File: src/md5de_pkg.sv
// Package with the MD5 constants, round helper functions and shared types.
`timescale 1ns / 1ps
`default_nettype none

package md5de_pkg;

  typedef logic [31:0]  word_t;
  typedef logic [3:0]   slot_t;
  typedef logic [5:0]   round_t;
  typedef logic [63:0]  len_t;
  typedef logic [127:0] chain_t;

  localparam word_t IV_A     = 32'h67452301;
  localparam word_t IV_B     = 32'hefcdab89;
  localparam word_t IV_C     = 32'h98badcfe;
  localparam word_t IV_D     = 32'h10325476;
  localparam word_t PAD_WORD = 32'h00000080;

  localparam slot_t SLOT_LEN_LO = 4'd14;
  localparam slot_t SLOT_LEN_HI = 4'd15;
  localparam slot_t SLOT_LAST_FIT = 4'd13;

  localparam word_t SINE_K [64] = '{
    32'hd76aa478, 32'he8c7b756, 32'h242070db, 32'hc1bdceee,
    32'hf57c0faf, 32'h4787c62a, 32'ha8304613, 32'hfd469501,
    32'h698098d8, 32'h8b44f7af, 32'hffff5bb1, 32'h895cd7be,
    32'h6b901122, 32'hfd987193, 32'ha679438e, 32'h49b40821,
    32'hf61e2562, 32'hc040b340, 32'h265e5a51, 32'he9b6c7aa,
    32'hd62f105d, 32'h02441453, 32'hd8a1e681, 32'he7d3fbc8,
    32'h21e1cde6, 32'hc33707d6, 32'hf4d50d87, 32'h455a14ed,
    32'ha9e3e905, 32'hfcefa3f8, 32'h676f02d9, 32'h8d2a4c8a,
    32'hfffa3942, 32'h8771f681, 32'h6d9d6122, 32'hfde5380c,
    32'ha4beea44, 32'h4bdecfa9, 32'hf6bb4b60, 32'hbebfbc70,
    32'h289b7ec6, 32'heaa127fa, 32'hd4ef3085, 32'h04881d05,
    32'hd9d4d039, 32'he6db99e5, 32'h1fa27cf8, 32'hc4ac5665,
    32'hf4292244, 32'h432aff97, 32'hab9423a7, 32'hfc93a039,
    32'h655b59c3, 32'h8f0ccc92, 32'hffeff47d, 32'h85845dd1,
    32'h6fa87e4f, 32'hfe2ce6e0, 32'ha3014314, 32'h4e0811a1,
    32'hf7537e82, 32'hbd3af235, 32'h2ad7d2bb, 32'heb86d391
  };

  localparam logic [4:0] ROT_AMT [16] = '{
    5'd7, 5'd12, 5'd17, 5'd22, 5'd5, 5'd9, 5'd14, 5'd20,
    5'd4, 5'd11, 5'd16, 5'd23, 5'd6, 5'd10, 5'd15, 5'd21
  };

  // Control from the sequencer to the compression unit.
  typedef struct packed {
    logic  start;
    logic  clear_iv;
    logic  wr_en;
    slot_t wr_addr;
    word_t wr_data;
  } cu_ctrl_t;

  // Status back from the compression unit: chain is {D, C, B, A}.
  typedef struct packed {
    logic   done;
    chain_t chain;
  } cu_stat_t;

  // Message word used by a given round.
  function automatic slot_t msg_index(input round_t r);
    slot_t lo;
    lo = r[3:0];
    case (r[5:4])
      2'd0:    return lo;
      2'd1:    return (lo << 2) + lo + 4'd1;
      2'd2:    return (lo << 1) + lo + 4'd5;
      default: return (lo << 3) - lo;
    endcase
  endfunction

  // Boolean mixing function of the round group.
  function automatic word_t mix_fn(input round_t r, input word_t b, input word_t c,
                                   input word_t d);
    case (r[5:4])
      2'd0:    return (b & c) | (~b & d);
      2'd1:    return (d & b) | (~d & c);
      2'd2:    return b ^ c ^ d;
      default: return c ^ (b | ~d);
    endcase
  endfunction

  function automatic word_t rotl(input word_t x, input logic [4:0] s);
    logic [63:0] dbl;
    dbl = {x, x} << s;
    return dbl[63:32];
  endfunction

endpackage

`default_nettype wire

File: src/md5de_msg_if.sv
// Message word channel: valid/ready handshake with the word payload.
`timescale 1ns / 1ps
`default_nettype none

interface md5de_msg_if;
  logic        valid;
  logic        ready;
  logic [31:0] data_word;
  logic [2:0]  byte_count;
  logic        last_word;

  modport source (output valid, data_word, byte_count, last_word, input ready);
  modport sink   (input valid, data_word, byte_count, last_word, output ready);
endinterface

`default_nettype wire

File: src/md5de_dig_if.sv
// Digest channel: valid/ready handshake with one 64-bit digest half.
`timescale 1ns / 1ps
`default_nettype none

interface md5de_dig_if;
  logic        valid;
  logic        ready;
  logic [63:0] digest_part;
  logic        final_part;

  modport source (output valid, digest_part, final_part, input ready);
  modport sink   (input valid, digest_part, final_part, output ready);
endinterface

`default_nettype wire

File: src/md5de_comp_unit.sv
// Block store memory, chaining values and the one-round-per-cycle MD5 datapath.
`timescale 1ns / 1ps
`default_nettype none

module md5de_comp_unit (
  input  wire logic                clk,
  input  wire logic                rst,
  input  wire md5de_pkg::cu_ctrl_t ctrl,
  output md5de_pkg::cu_stat_t      stat
);
  import md5de_pkg::*;

  typedef enum logic [2:0] {
    CU_IDLE = 3'b001,
    CU_RUN  = 3'b010,
    CU_ADD  = 3'b100
  } cu_state_t;

  cu_state_t   state;
  word_t       mem [16];
  word_t       rdata;
  slot_t       rd_addr;
  logic [6:0]  rnd_cnt;
  round_t      rnd;
  word_t       a, b, c, d;
  word_t       ch_a, ch_b, ch_c, ch_d;
  word_t       f_sum;
  word_t       b_next;

  // The read address runs one round ahead of the datapath.
  assign rd_addr = msg_index(rnd_cnt[5:0]);
  assign rnd     = 6'(rnd_cnt - 7'd1);

  always_ff @(posedge clk) begin
    if (ctrl.wr_en) begin
      mem[ctrl.wr_addr] <= ctrl.wr_data;
    end
    rdata <= mem[rd_addr];
  end

  always_comb begin
    f_sum  = mix_fn(rnd, b, c, d) + a + SINE_K[rnd] + rdata;
    b_next = b + rotl(f_sum, ROT_AMT[{rnd[5:4], rnd[1:0]}]);
  end

  always_ff @(posedge clk) begin
    if (rst) begin
      state   <= CU_IDLE;
      rnd_cnt <= '0;
      ch_a    <= IV_A;
      ch_b    <= IV_B;
      ch_c    <= IV_C;
      ch_d    <= IV_D;
    end else begin
      unique case (state)
        CU_IDLE: begin
          if (ctrl.clear_iv) begin
            ch_a <= IV_A;
            ch_b <= IV_B;
            ch_c <= IV_C;
            ch_d <= IV_D;
          end
          if (ctrl.start) begin
            a       <= ch_a;
            b       <= ch_b;
            c       <= ch_c;
            d       <= ch_d;
            rnd_cnt <= '0;
            state   <= CU_RUN;
          end
        end
        CU_RUN: begin
          if (rnd_cnt != 7'd0) begin
            a <= d;
            d <= c;
            c <= b;
            b <= b_next;
          end
          if (rnd_cnt == 7'd64) begin
            state <= CU_ADD;
          end
          rnd_cnt <= rnd_cnt + 7'd1;
        end
        CU_ADD: begin
          ch_a  <= ch_a + a;
          ch_b  <= ch_b + b;
          ch_c  <= ch_c + c;
          ch_d  <= ch_d + d;
          state <= CU_IDLE;
        end
        default: state <= CU_IDLE;
      endcase
    end
  end

  assign stat.done  = (state == CU_ADD);
  assign stat.chain = {ch_d, ch_c, ch_b, ch_a};

endmodule

`default_nettype wire

File: src/md5_digest_engine_top.sv
// Top level of the MD5 digest engine: word intake, padding sequencer and digest output.
`timescale 1ns / 1ps
`default_nettype none

// Channel | Role  | Payload                              | Request
// --------+-------+--------------------------------------+-------------------------------
// msg     | sink  | data_word[31:0], byte_count, last    | one message word (LE bytes)
// digest  | source| digest_part[63:0], final_part        | A|B half first, then C|D half
//
// Each message word is written into the 16-entry block store when it is taken.
// The word that fills the block starts the compression unit, which primes its read,
// runs the 64 rounds at one round per cycle and then updates the chaining values. After
// the last word the sequencer writes the padding and length one word per cycle (up
// to 16 more, plus a second block if the length does not fit). Reset is synchronous;
// the block store needs no clearing.
// The digest sits in its own register, so a new message may start while it waits.

module md5_digest_engine_top (
  input wire logic clk,
  input wire logic rst,
  md5de_msg_if.sink   msg,
  md5de_dig_if.source digest
);
  import md5de_pkg::*;

  typedef enum logic [3:0] {
    ST_IDLE = 4'b0001,
    ST_FILL = 4'b0010,
    ST_COMP = 4'b0100,
    ST_EMIT = 4'b1000
  } state_t;

  state_t     state;
  slot_t      slot;
  len_t       bit_total;
  logic       msg_end;      // padding of the current message is under way
  logic       pad_pending;  // the 0x80 marker still has to be written
  logic       len_ok;       // the current block has room for the length
  logic       final_blk;    // the block being compressed holds the length
  logic       out_valid;
  logic       out_second;
  chain_t     dig;

  cu_ctrl_t   cu_ctrl;
  cu_stat_t   cu_stat;

  logic       accept;
  logic [2:0] cnt_sat;
  word_t      tail_word;
  word_t      wr_word;
  logic       wr_en;
  logic       blk_full;

  md5de_comp_unit u_comp (
    .clk  (clk),
    .rst  (rst),
    .ctrl (cu_ctrl),
    .stat (cu_stat)
  );

  assign msg.ready = (state == ST_IDLE);
  assign accept    = msg.valid && msg.ready;

  // A count above four on the last word is taken as four.
  assign cnt_sat = (msg.byte_count > 3'd4) ? 3'd4 : msg.byte_count;

  // Partial last word: keep the valid bytes and put the marker right after them.
  always_comb begin
    case (cnt_sat)
      3'd0:    tail_word = PAD_WORD;
      3'd1:    tail_word = {16'h0000, 8'h80, msg.data_word[7:0]};
      3'd2:    tail_word = {8'h00, 8'h80, msg.data_word[15:0]};
      3'd3:    tail_word = {8'h80, msg.data_word[23:0]};
      default: tail_word = msg.data_word;
    endcase
  end

  always_comb begin
    wr_en   = 1'b0;
    wr_word = '0;
    if (state == ST_IDLE) begin
      wr_en   = accept;
      wr_word = (!msg.last_word || cnt_sat == 3'd4) ? msg.data_word : tail_word;
    end else if (state == ST_FILL) begin
      wr_en = 1'b1;
      if (pad_pending) begin
        wr_word = PAD_WORD;
      end else if (len_ok && slot == SLOT_LEN_LO) begin
        wr_word = bit_total[31:0];
      end else if (len_ok && slot == SLOT_LEN_HI) begin
        wr_word = bit_total[63:32];
      end
    end
  end

  assign blk_full = wr_en && (slot == SLOT_LEN_HI);

  assign cu_ctrl.start    = blk_full;
  assign cu_ctrl.clear_iv = (state == ST_EMIT) && !out_valid;
  assign cu_ctrl.wr_en    = wr_en;
  assign cu_ctrl.wr_addr  = slot;
  assign cu_ctrl.wr_data  = wr_word;

  always_ff @(posedge clk) begin
    if (rst) begin
      state       <= ST_IDLE;
      slot        <= '0;
      bit_total   <= '0;
      msg_end     <= 1'b0;
      pad_pending <= 1'b0;
      len_ok      <= 1'b0;
      final_blk   <= 1'b0;
    end else begin
      unique case (state)
        ST_IDLE: begin
          if (accept) begin
            slot <= slot + 4'd1;
            if (!msg.last_word) begin
              bit_total <= bit_total + 64'd32;
              msg_end   <= 1'b0;
              state     <= blk_full ? ST_COMP : ST_IDLE;
            end else begin
              bit_total   <= bit_total + (64'(cnt_sat) << 3);
              msg_end     <= 1'b1;
              pad_pending <= (cnt_sat == 3'd4);
              len_ok      <= (cnt_sat != 3'd4) && (slot <= SLOT_LAST_FIT);
              final_blk   <= 1'b0;
              state       <= blk_full ? ST_COMP : ST_FILL;
            end
          end
        end
        ST_FILL: begin
          slot <= slot + 4'd1;
          if (pad_pending) begin
            pad_pending <= 1'b0;
            len_ok      <= (slot <= SLOT_LAST_FIT);
          end
          if (blk_full) begin
            final_blk <= len_ok && !pad_pending;
            state     <= ST_COMP;
          end
        end
        ST_COMP: begin
          if (cu_stat.done) begin
            if (!msg_end) begin
              state <= ST_IDLE;
            end else if (final_blk) begin
              state <= ST_EMIT;
            end else begin
              // The length always fits into the block after a wrap.
              len_ok <= 1'b1;
              state  <= ST_FILL;
            end
          end
        end
        ST_EMIT: begin
          // Wait here until the previous digest has been taken.
          if (!out_valid) begin
            slot      <= '0;
            bit_total <= '0;
            msg_end   <= 1'b0;
            state     <= ST_IDLE;
          end
        end
        default: state <= ST_IDLE;
      endcase
    end
  end

  // Digest register: two requests, A|B then C|D.
  always_ff @(posedge clk) begin
    if (rst) begin
      out_valid  <= 1'b0;
      out_second <= 1'b0;
    end else begin
      if (state == ST_EMIT && !out_valid) begin
        out_valid  <= 1'b1;
        out_second <= 1'b0;
      end else if (out_valid && digest.ready) begin
        if (!out_second) begin
          out_second <= 1'b1;
        end else begin
          out_valid  <= 1'b0;
          out_second <= 1'b0;
        end
      end
    end
  end

  always_ff @(posedge clk) begin
    if (state == ST_EMIT && !out_valid) begin
      dig <= cu_stat.chain;
    end
  end

  assign digest.valid       = out_valid;
  assign digest.digest_part = out_second ? dig[127:64] : dig[63:0];
  assign digest.final_part  = out_second;

endmodule

`default_nettype wire

File: src/flat_wrapper.sv
// flat-port wrapper written by rule: the top's interface ports become plain ports
module md5_digest_engine_top_flat import md5de_pkg::*;
  (clk, rst, msg_valid, msg_data_word, msg_byte_count, msg_last_word, msg_ready, digest_valid, digest_digest_part, digest_final_part, digest_ready);
  md5de_msg_if msg_i ();
  md5de_dig_if digest_i ();
  input wire logic clk;
  input wire logic rst;
  input wire logic [$bits(msg_i.valid)-1:0] msg_valid;
  input wire logic [$bits(msg_i.data_word)-1:0] msg_data_word;
  input wire logic [$bits(msg_i.byte_count)-1:0] msg_byte_count;
  input wire logic [$bits(msg_i.last_word)-1:0] msg_last_word;
  output wire logic [$bits(msg_i.ready)-1:0] msg_ready;
  output wire logic [$bits(digest_i.valid)-1:0] digest_valid;
  output wire logic [$bits(digest_i.digest_part)-1:0] digest_digest_part;
  output wire logic [$bits(digest_i.final_part)-1:0] digest_final_part;
  input wire logic [$bits(digest_i.ready)-1:0] digest_ready;
  assign msg_i.valid = msg_valid;
  assign msg_i.data_word = msg_data_word;
  assign msg_i.byte_count = msg_byte_count;
  assign msg_i.last_word = msg_last_word;
  assign msg_ready = msg_i.ready;
  assign digest_valid = digest_i.valid;
  assign digest_digest_part = digest_i.digest_part;
  assign digest_final_part = digest_i.final_part;
  assign digest_i.ready = digest_ready;
  md5_digest_engine_top u_core (.clk(clk), .rst(rst), .msg(msg_i), .digest(digest_i));
endmodule
File: config.mk
export PLATFORM = sky130hd
export DESIGN_NAME = md5_digest_engine_top_flat
export DESIGN_NICKNAME = d
export VERILOG_FILES = /design/src/md5de_pkg.sv /design/src/md5de_msg_if.sv /design/src/md5de_dig_if.sv /design/src/md5de_comp_unit.sv /design/src/md5_digest_engine_top.sv /design/src/flat_wrapper.sv
export SDC_FILE = /design/constraint.sdc
export NUM_CORES = 2
export LEC_CHECK = 0
export ABC_AREA = 0
export BUFFER_PORTS_ARGS = -buffer_cell sky130_fd_sc_hd__buf_2
export CAP_MARGIN = 20
export CELL_PAD_IN_SITES_DETAIL_PLACEMENT = 1
export CELL_PAD_IN_SITES_GLOBAL_PLACEMENT = 1
export CORE_ASPECT_RATIO = 0.8
export CORE_MARGIN = 5
export CORE_UTILIZATION = 55
export CTS_CLUSTER_SIZE = 14
export DETAILED_ROUTE_END_ITERATION = 6
export GPL_TIMING_DRIVEN = 0
export HOLD_SLACK_MARGIN = 0.15
export PLACE_DENSITY_LB_ADDON = 0.08
export SLEW_MARGIN = 0
export SYNTH_ARGS = -nofsm -noshare
export SYNTH_HDL_FRONTEND = slang
export SYNTH_SLANG_ARGS = --single-unit
export TNS_END_PERCENT = 50
File: constraint.sdc
create_clock -name clk -period 31.4 [get_ports clk]
set_input_delay 6.28 -clock clk [delete_from_list [all_inputs] [get_ports clk]]
set_output_delay 6.28 -clock clk [all_outputs]
set_load 0.005 [all_outputs]
Yosys cells after proc, flatten, opt, wreduce, memory -nomap -nowiden
Memory sizes are Yosys's and may differ from the RTL's. A register that Yosys moved wholly into a read port is not among the register bits.
Index checks and enable logic that the tools add are counted.
- bitwise gates (word level): 15
- equal/unequal tests: 31
- multiplexer cells: 83
- add/subtract/negate cells: 18
- order comparisons: 4
- multipliers: 0
- reductions and logical operators: 36
- shifts and indexed selects: 1
- divide/modulo/power cells: 0
- operators by type and width (kind ; count):
    $mux 32 ; 20
    $pmux 32 s2 ; 8
    $add 32x32->32 ; 8
    $mux 64 ; 4
    $and 32x32->32 ; 4
    $pmux 32 s4 ; 1
    $pmux 64 s2 ; 1
    $or 32x32->32 ; 3
    $pmux 32 s3 ; 1
    $xor 32x32->32 ; 3
    $add 64x6->64 ; 1
    $add 64x6->64 const B ; 1
    $not 32->32 ; 2
    $shl 64x5->64 ; 1
    $mux 4 ; 9
    $pmux 4 s3 ; 2
    $mux 1 ; 22
    $pmux 4 s4 ; 1
    $mux 3 ; 5
    $pmux 7 s2 ; 1
    $eq 4x4->1 const B ; 3
    $ne 2x1->1 const B ; 6
    $ne 2x2->1 const B ; 6
    $reduce_and 4->1 ; 3
    other kinds (40) ; 72
- memories kept: 3
- output and inout bits: 67
- bits in latches: 0
- logic and storage cells: 211
- memory bits (writable): 512
- memory bits (read-only): 2128
- register bits: 472
- memory list (memory ; depth ; width ; read ports ; clocked after Yosys merged registers in ; wr ports ; RTL line ; source):
    (no name shown) ; 64 ; 32 ; 1 ; 0 ; 0 ; md5de_comp_unit.sv:42 ; f_sum = mix_fn(rnd, b, c, d) + a + SINE_K[rnd] + rdata;
    u_core.u_comp.mem ; 16 ; 32 ; 1 ; 1 ; 1 ; md5de_comp_unit.sv:20 ; word_t mem [16];
    (no name shown) ; 16 ; 5 ; 1 ; 0 ; 0 ; md5de_comp_unit.sv:43 ; b_next = b + rotl(f_sum, ROT_AMT[{rnd[5:4], rnd[1:0]}]);

Logic depth before layout (Yosys ltp)
- depth after elaboration: 11
- depth in mapped cells: 46
- gate-level depth less buffers: 42

Modules after synthesis
A second synthesis with hierarchy kept.
- cells, all modules: 5349
- area, all modules: 57751.6 um2
- by module, submodules not included (module ; area each (um2) ; times used ; seq. area each (um2) ; cells an instance):
    md5de_comp_unit ; 48398.9 ; 1 ; 22621.7 ; 4532
    md5_digest_engine_top ; 9352.7 ; 1 ; 5345.1 ; 817

Worst setup path before layout
Ideal clock, no wire load.
- path type: input -> register
- start point: in msg_valid
- end point: reg u_core.u_comp.a[0], enable pin
- setup time: 773 ps
- arrival time: 15856 ps
- stages: 7
- slack: 14772 ps
- path buffers: 0
- cell sequence: nand2_1 > nand2_1 > nand2_1 > nor3_1 > a21oi_1 > or2_2 > nor3_1
- word-level cells in the longest chain between the ends: 5
- ends and longest elaborated chain (item ; RTL line ; source):
    from (decl) ; flat_wrapper.sv:8 ; input wire logic [$bits(msg_i.valid)-1:0] msg_valid;
    $logic_and 1x1->1 ; md5_digest_engine_top.sv:62 ; assign accept = msg.valid && msg.ready;
    $mux 1 ; md5_digest_engine_top.sv:81 ; if (state == ST_IDLE) begin
    $logic_and 1x1->1 ; md5_digest_engine_top.sv:96 ; assign blk_full = wr_en && (slot == SLOT_LEN_HI);
    $ne 2x1->1 (no line) ; -- ;
    $reduce_and 4->1 (no line) ; -- ;
    to (signal assigned) ; md5de_comp_unit.sv:64 ; a <= ch_a;
    to (decl) ; md5de_comp_unit.sv:25 ; word_t a, b, c, d;
Every way passes these cells.
A chain may end at the register's enable or synchronous reset.

Worst setup path in the final report
- start point: reg u_core.u_comp.rnd_cnt[0]
- end point: reg u_core.u_comp.b[30] (data pin)
- word-level cells in the longest chain between the ends: 11
- elaborated cells between the ends (all ways): 20
- ends and longest elaborated chain (item ; RTL line ; source):
    from (decl) ; md5de_comp_unit.sv:23 ; logic [6:0] rnd_cnt;
    from (signal assigned) ; md5de_comp_unit.sv:82 ; rnd_cnt <= rnd_cnt + 7'd1;
    $sub 6x1->6 (*) ; md5de_comp_unit.sv:32 ; assign rnd = 6'(rnd_cnt - 7'd1);
    branches (longest 6 deep; another with $add 32x32->32) ; -- ;
    $shl 64x5->64 (*) ; md5de_pkg.sv:87 ; dbl = {x, x} << s;
    $add 32x32->32 (*) ; md5de_comp_unit.sv:43 ;
    $mux 32 (*) ; md5de_comp_unit.sv:73 ; if (rnd_cnt != 7'd0) begin
    $pmux 32 s2 (*) ; md5de_comp_unit.sv:55 ; unique case (state)
    to (signal assigned) ; md5de_comp_unit.sv:65 ; b <= ch_b;
    to (signal assigned) ; md5de_comp_unit.sv:77 ; b <= b_next;
    to (decl) ; md5de_comp_unit.sv:25 ;
Mark *: on every way between the ends. The select of a mux whose other input is x is not followed.

==> impl_metrics.yaml <==
pwr:
  internal_power_w: 0.00247
  part_of_the_total_power_dissipated_in_sequential_elements: 0.407
  net-switching-power_w: 0.00118
  vdd_drop_max_mv: 0.0424
  pwr_density_cell_nw_per_um2: 57.0
  power_frac_comb: 0.221
  power_switching_share: 0.323
  power_leakage_nw: 24.0
  clockPowerShare: 0.372
synthesis:
  synth-async-reset-ratio: 0
  synth-edff-count: 768
  synth_flop_cell: "sky130_fd_sc_hd__edfxtp_1"
  mappedNetlistArea_um2: 56800
  syn_avg_cell_area_um2: 10.8
  synth.net_count: 5619
  synthCells: 5283
  synth-seq-area-share: 0.492
  synth_cell_types: 99
  synth_seq_cells: 1013
  yosys_warnings: 0
route:
  wl_per_cell_um: 38.9
  detail_route.iter0.violations: 9862
  ant_nets: 0
  vias_per_cell: 7.47
  firstDrtPassIters: 7
  drt_drc_violations_left: 46
  drt_wl_total_um: 273000
  detailroute.via_count: 52536
cts:
  clock-root-buffer: "sky130_fd_sc_hd__clkbuf_16"
  cts_made_buffers: 100
  htreeDepth: 3
  clock_path_buffers: 3
  worst_setup_hold_path_clk_slew_ns: 0.07
  clock_insertion_delay_worst_skew_ns: 0.76
  cts_tree: "done"
  clock_sinks: 1013
  cts_repair_resize_count: 0
  cts_post_setup_buffers_inserted: 0
  ctsHoldBuffers: 0
global_routing:
  grt_overflow: 0
  number_of_global_route_vias_before_repair: 50917
  grtUsageMet3: 0.174
  global_route.usage.met2: 0.647
  busiest_layer: "met2"
  number_of_antenna_violations_at_the_first_check_in_global_routing: 12
  globalRouteMet1Util: 0.606
  grt_first_pass_wirelength_um: 366000
  global_route.usage.total: 0.457
  largest_net_degree_at_the_start_of_global_routing: 36
worst_setup_path:
  timing.critical_path.to_type: "flip-flop"
  rr_startpoint: "u_core.u_comp.rnd_cnt[0]"
  startpoint_type: "flip-flop"
  worstPathMaxFanout: 10
  critPathArrivalTime_ns: 16.93
  critical_path.most_common_cell: "sky130_fd_sc_hd__clkbuf_1"
  cp_slowest_stage_delay_ns: 0.98
  crit_start: "u_core.u_comp.rnd_cnt[0]"
  crit_required_ns: 31.85
  worstSetupPathType: "flip-flop to flip-flop"
  cp_slowest_cell: "sky130_fd_sc_hd__clkbuf_1"
timing:
  setup-violations-final: 0
  setup_repair_after_global_routing_missed_its_margin: "no"
  timing.slew.headroom: 0.0595
  final.setup.worst_slack_ns: 14.92
  final.setup_skew_ns: 0.0737
  maximum_clock_frequency_mhz: 60.7
  finalHoldViolations: 0
  worstMarginPinSlew_ns: 1.41
  tns_ns: 0
  slew_viol_final: 0
  layout_min_cycle_time_ns: 16.48
  hold_ws_ns: 0.492
  part_of_the_cycle_the_worst_path_needs: 0.525
placed_design:
  gpl.final_weighted_congestion: 1.08
  post_dp_cell_area_um2: 60100
  dp_hpwl_um: 183000
  port-buffer-count: 105
  pre_cts_slack_ns: 16.37
final_layout:
  nNetsFinal: 5929
  area_delta_synth_final_pct: 12.5
  final_core_area_utilization: 0.624
  largest_reg_flops: 512
  fill_cells: 10754
  top_register: "u_core.u_comp.mem"
  finalInstanceArea_um2: 63900
  post_route_cells_drive_above_1_share: 0.118
  top_regs: "u_core.u_comp.mem: 512 flops, u_core.dig: 128 flops, u_core.bit_total: 61 flops"
status:
  run_status: "finished with violations"
  failed_checks: "DRC"
worst_hold_path:
  worstHoldStart: "u_core.u_comp.ch_b[31]"
  timing.hold.worst.class: "flip-flop to flip-flop"
floorplan:
  fp.dieH_um: 297
  dieWidth_um: 369
  fp.coreArea_um2: 102000
  ioPinCount: 107
  initial_utilization: 0.554
  fp-row-count: 105
  die-area_um2: 110000
job:
  maxCapViolations: 0
path summary, 6_finish.rpt:
kind,end,depth (start not counted),slack [ns]
hold reg to reg,u_core.dig[63],0,0.49
setup / recovery,u_core.u_comp.b[30],40,14.92
hold / removal,u_core.dig[63],0,0.49
setup reg to reg,u_core.u_comp.b[30],40,14.92
routing by layer:
metal / wire (um) / part of all wire / vias up
li1: - / - / 20143
met1: 97800 / 0.36 / 25742
met2: 110000 / 0.40 / 5159
met3: 42600 / 0.16 / 1484
met4: 22800 / 0.083 / 8
met5: 229 / 0.00084 / -
cells by family after synthesis:
family / share of synthesized area
xor gates and xnor gates: 0.0428
adders and majority gates: 0.0747
muxes: 0.0860
AOI/OAI and AO/OA: 0.147
buffers and inverters: 0.0317
DFF: 0.492
and+or+nand+nor: 0.126
cell usage after synthesis, types with 85 or more instances:
| library cell | n | area [um^2] |
|---|---|---|
| sky130_fd_sc_hd__a21o_1 | 85 | 638 |
| sky130_fd_sc_hd__a21oi_1 | 366 | 1830 |
| sky130_fd_sc_hd__clkbuf_1 | 204 | 766 |
| sky130_fd_sc_hd__dfxtp_1 | 245 | 4900 |
| sky130_fd_sc_hd__edfxtp_1 | 768 | 23100 |
| sky130_fd_sc_hd__ha_1 | 224 | 2800 |
| sky130_fd_sc_hd__inv_1 | 186 | 698 |
| sky130_fd_sc_hd__mux2i_1 | 99 | 991 |
| sky130_fd_sc_hd__mux4_2 | 131 | 2950 |
| sky130_fd_sc_hd__nand2_1 | 684 | 2570 |
| sky130_fd_sc_hd__nand2b_1 | 87 | 544 |
| sky130_fd_sc_hd__nor2_1 | 454 | 1700 |
| sky130_fd_sc_hd__o21ai_0 | 308 | 1540 |
| sky130_fd_sc_hd__xnor2_1 | 145 | 1270 |
| sky130_fd_sc_hd__xor2_1 | 125 | 1090 |
worst max-delay path: cells and delay by family, from the launching register on:
kind | cells | cell delay (ns)
AO/OA/AOI/OAI | 20 | 6.96
XOR/XNOR | 1 | 0.16
adder cells (fa/ha/maj) | 5 | 2.72
buffers and inverters | 7 | 3.67
flip-flops | 1 | 0.57
multiplexers | 1 | 0.27
AND/OR/NAND/NOR | 6 | 1.83
cell usage in the layout, fill, tap and decap left out, types with 71 or more instances in the layout:
master,n
sky130_fd_sc_hd__edfxtp_1,768
sky130_fd_sc_hd__mux2_2,80
sky130_fd_sc_hd__nor2_1,443
sky130_fd_sc_hd__fa_1,72
sky130_fd_sc_hd__dfxtp_1,245
sky130_fd_sc_hd__a211oi_1,71
sky130_fd_sc_hd__clkbuf_16,103
sky130_fd_sc_hd__ha_1,224
sky130_fd_sc_hd__a21oi_1,366
sky130_fd_sc_hd__a22oi_1,75
sky130_fd_sc_hd__mux2i_1,99
sky130_fd_sc_hd__xnor2_1,145
sky130_fd_sc_hd__mux4_2,131
sky130_fd_sc_hd__a21o_1,85
sky130_fd_sc_hd__xor2_1,125
sky130_fd_sc_hd__nand2_1,684
sky130_fd_sc_hd__nand2b_1,87
sky130_fd_sc_hd__o21ai_0,285
sky130_fd_sc_hd__nand3_1,72
sky130_fd_sc_hd__a31oi_1,71
sky130_fd_sc_hd__clkbuf_1,222
sky130_fd_sc_hd__buf_2,134
sky130_fd_sc_hd__inv_1,185
area by class of cell:
type | count | area [um^2] | share of cell area
diodes | 12 | 30.0 | 0.000470
plain buffers | 276 | 1090 | 0.0170
clock buffers | 131 | 2770 | 0.0434
clock inverters | 58 | 698 | 0.0109
inverters | 189 | 709 | 0.0111
multi-input cells | 3805 | 27200 | 0.425
flip-flops and latches | 1013 | 28000 | 0.438
well taps | 1337 | 1670 | 0.0262
repair buffers | 208 | 1780 | 0.0279
per-stage QoR:
step                total power (W)  instances
floorplan                   0.00196       5283
global placement            0.00220       6725
detailed placement          0.00224       6798
CTS                         0.00353       6987
global route                0.00372       7020
finish                      0.00364       7029
power groups by stage:
stage               Sequential (W)  Combinational [W]  Clock (W)
floorplan                  0.00150           0.000451          0
global placement           0.00151           0.000692          0
detailed placement         0.00151           0.000729          0
CTS                        0.00148           0.000741    0.00131
global route               0.00148           0.000841    0.00140
finish                     0.00148           0.000805    0.00135
Note: power is estimated with default switching activity, not from simulation.
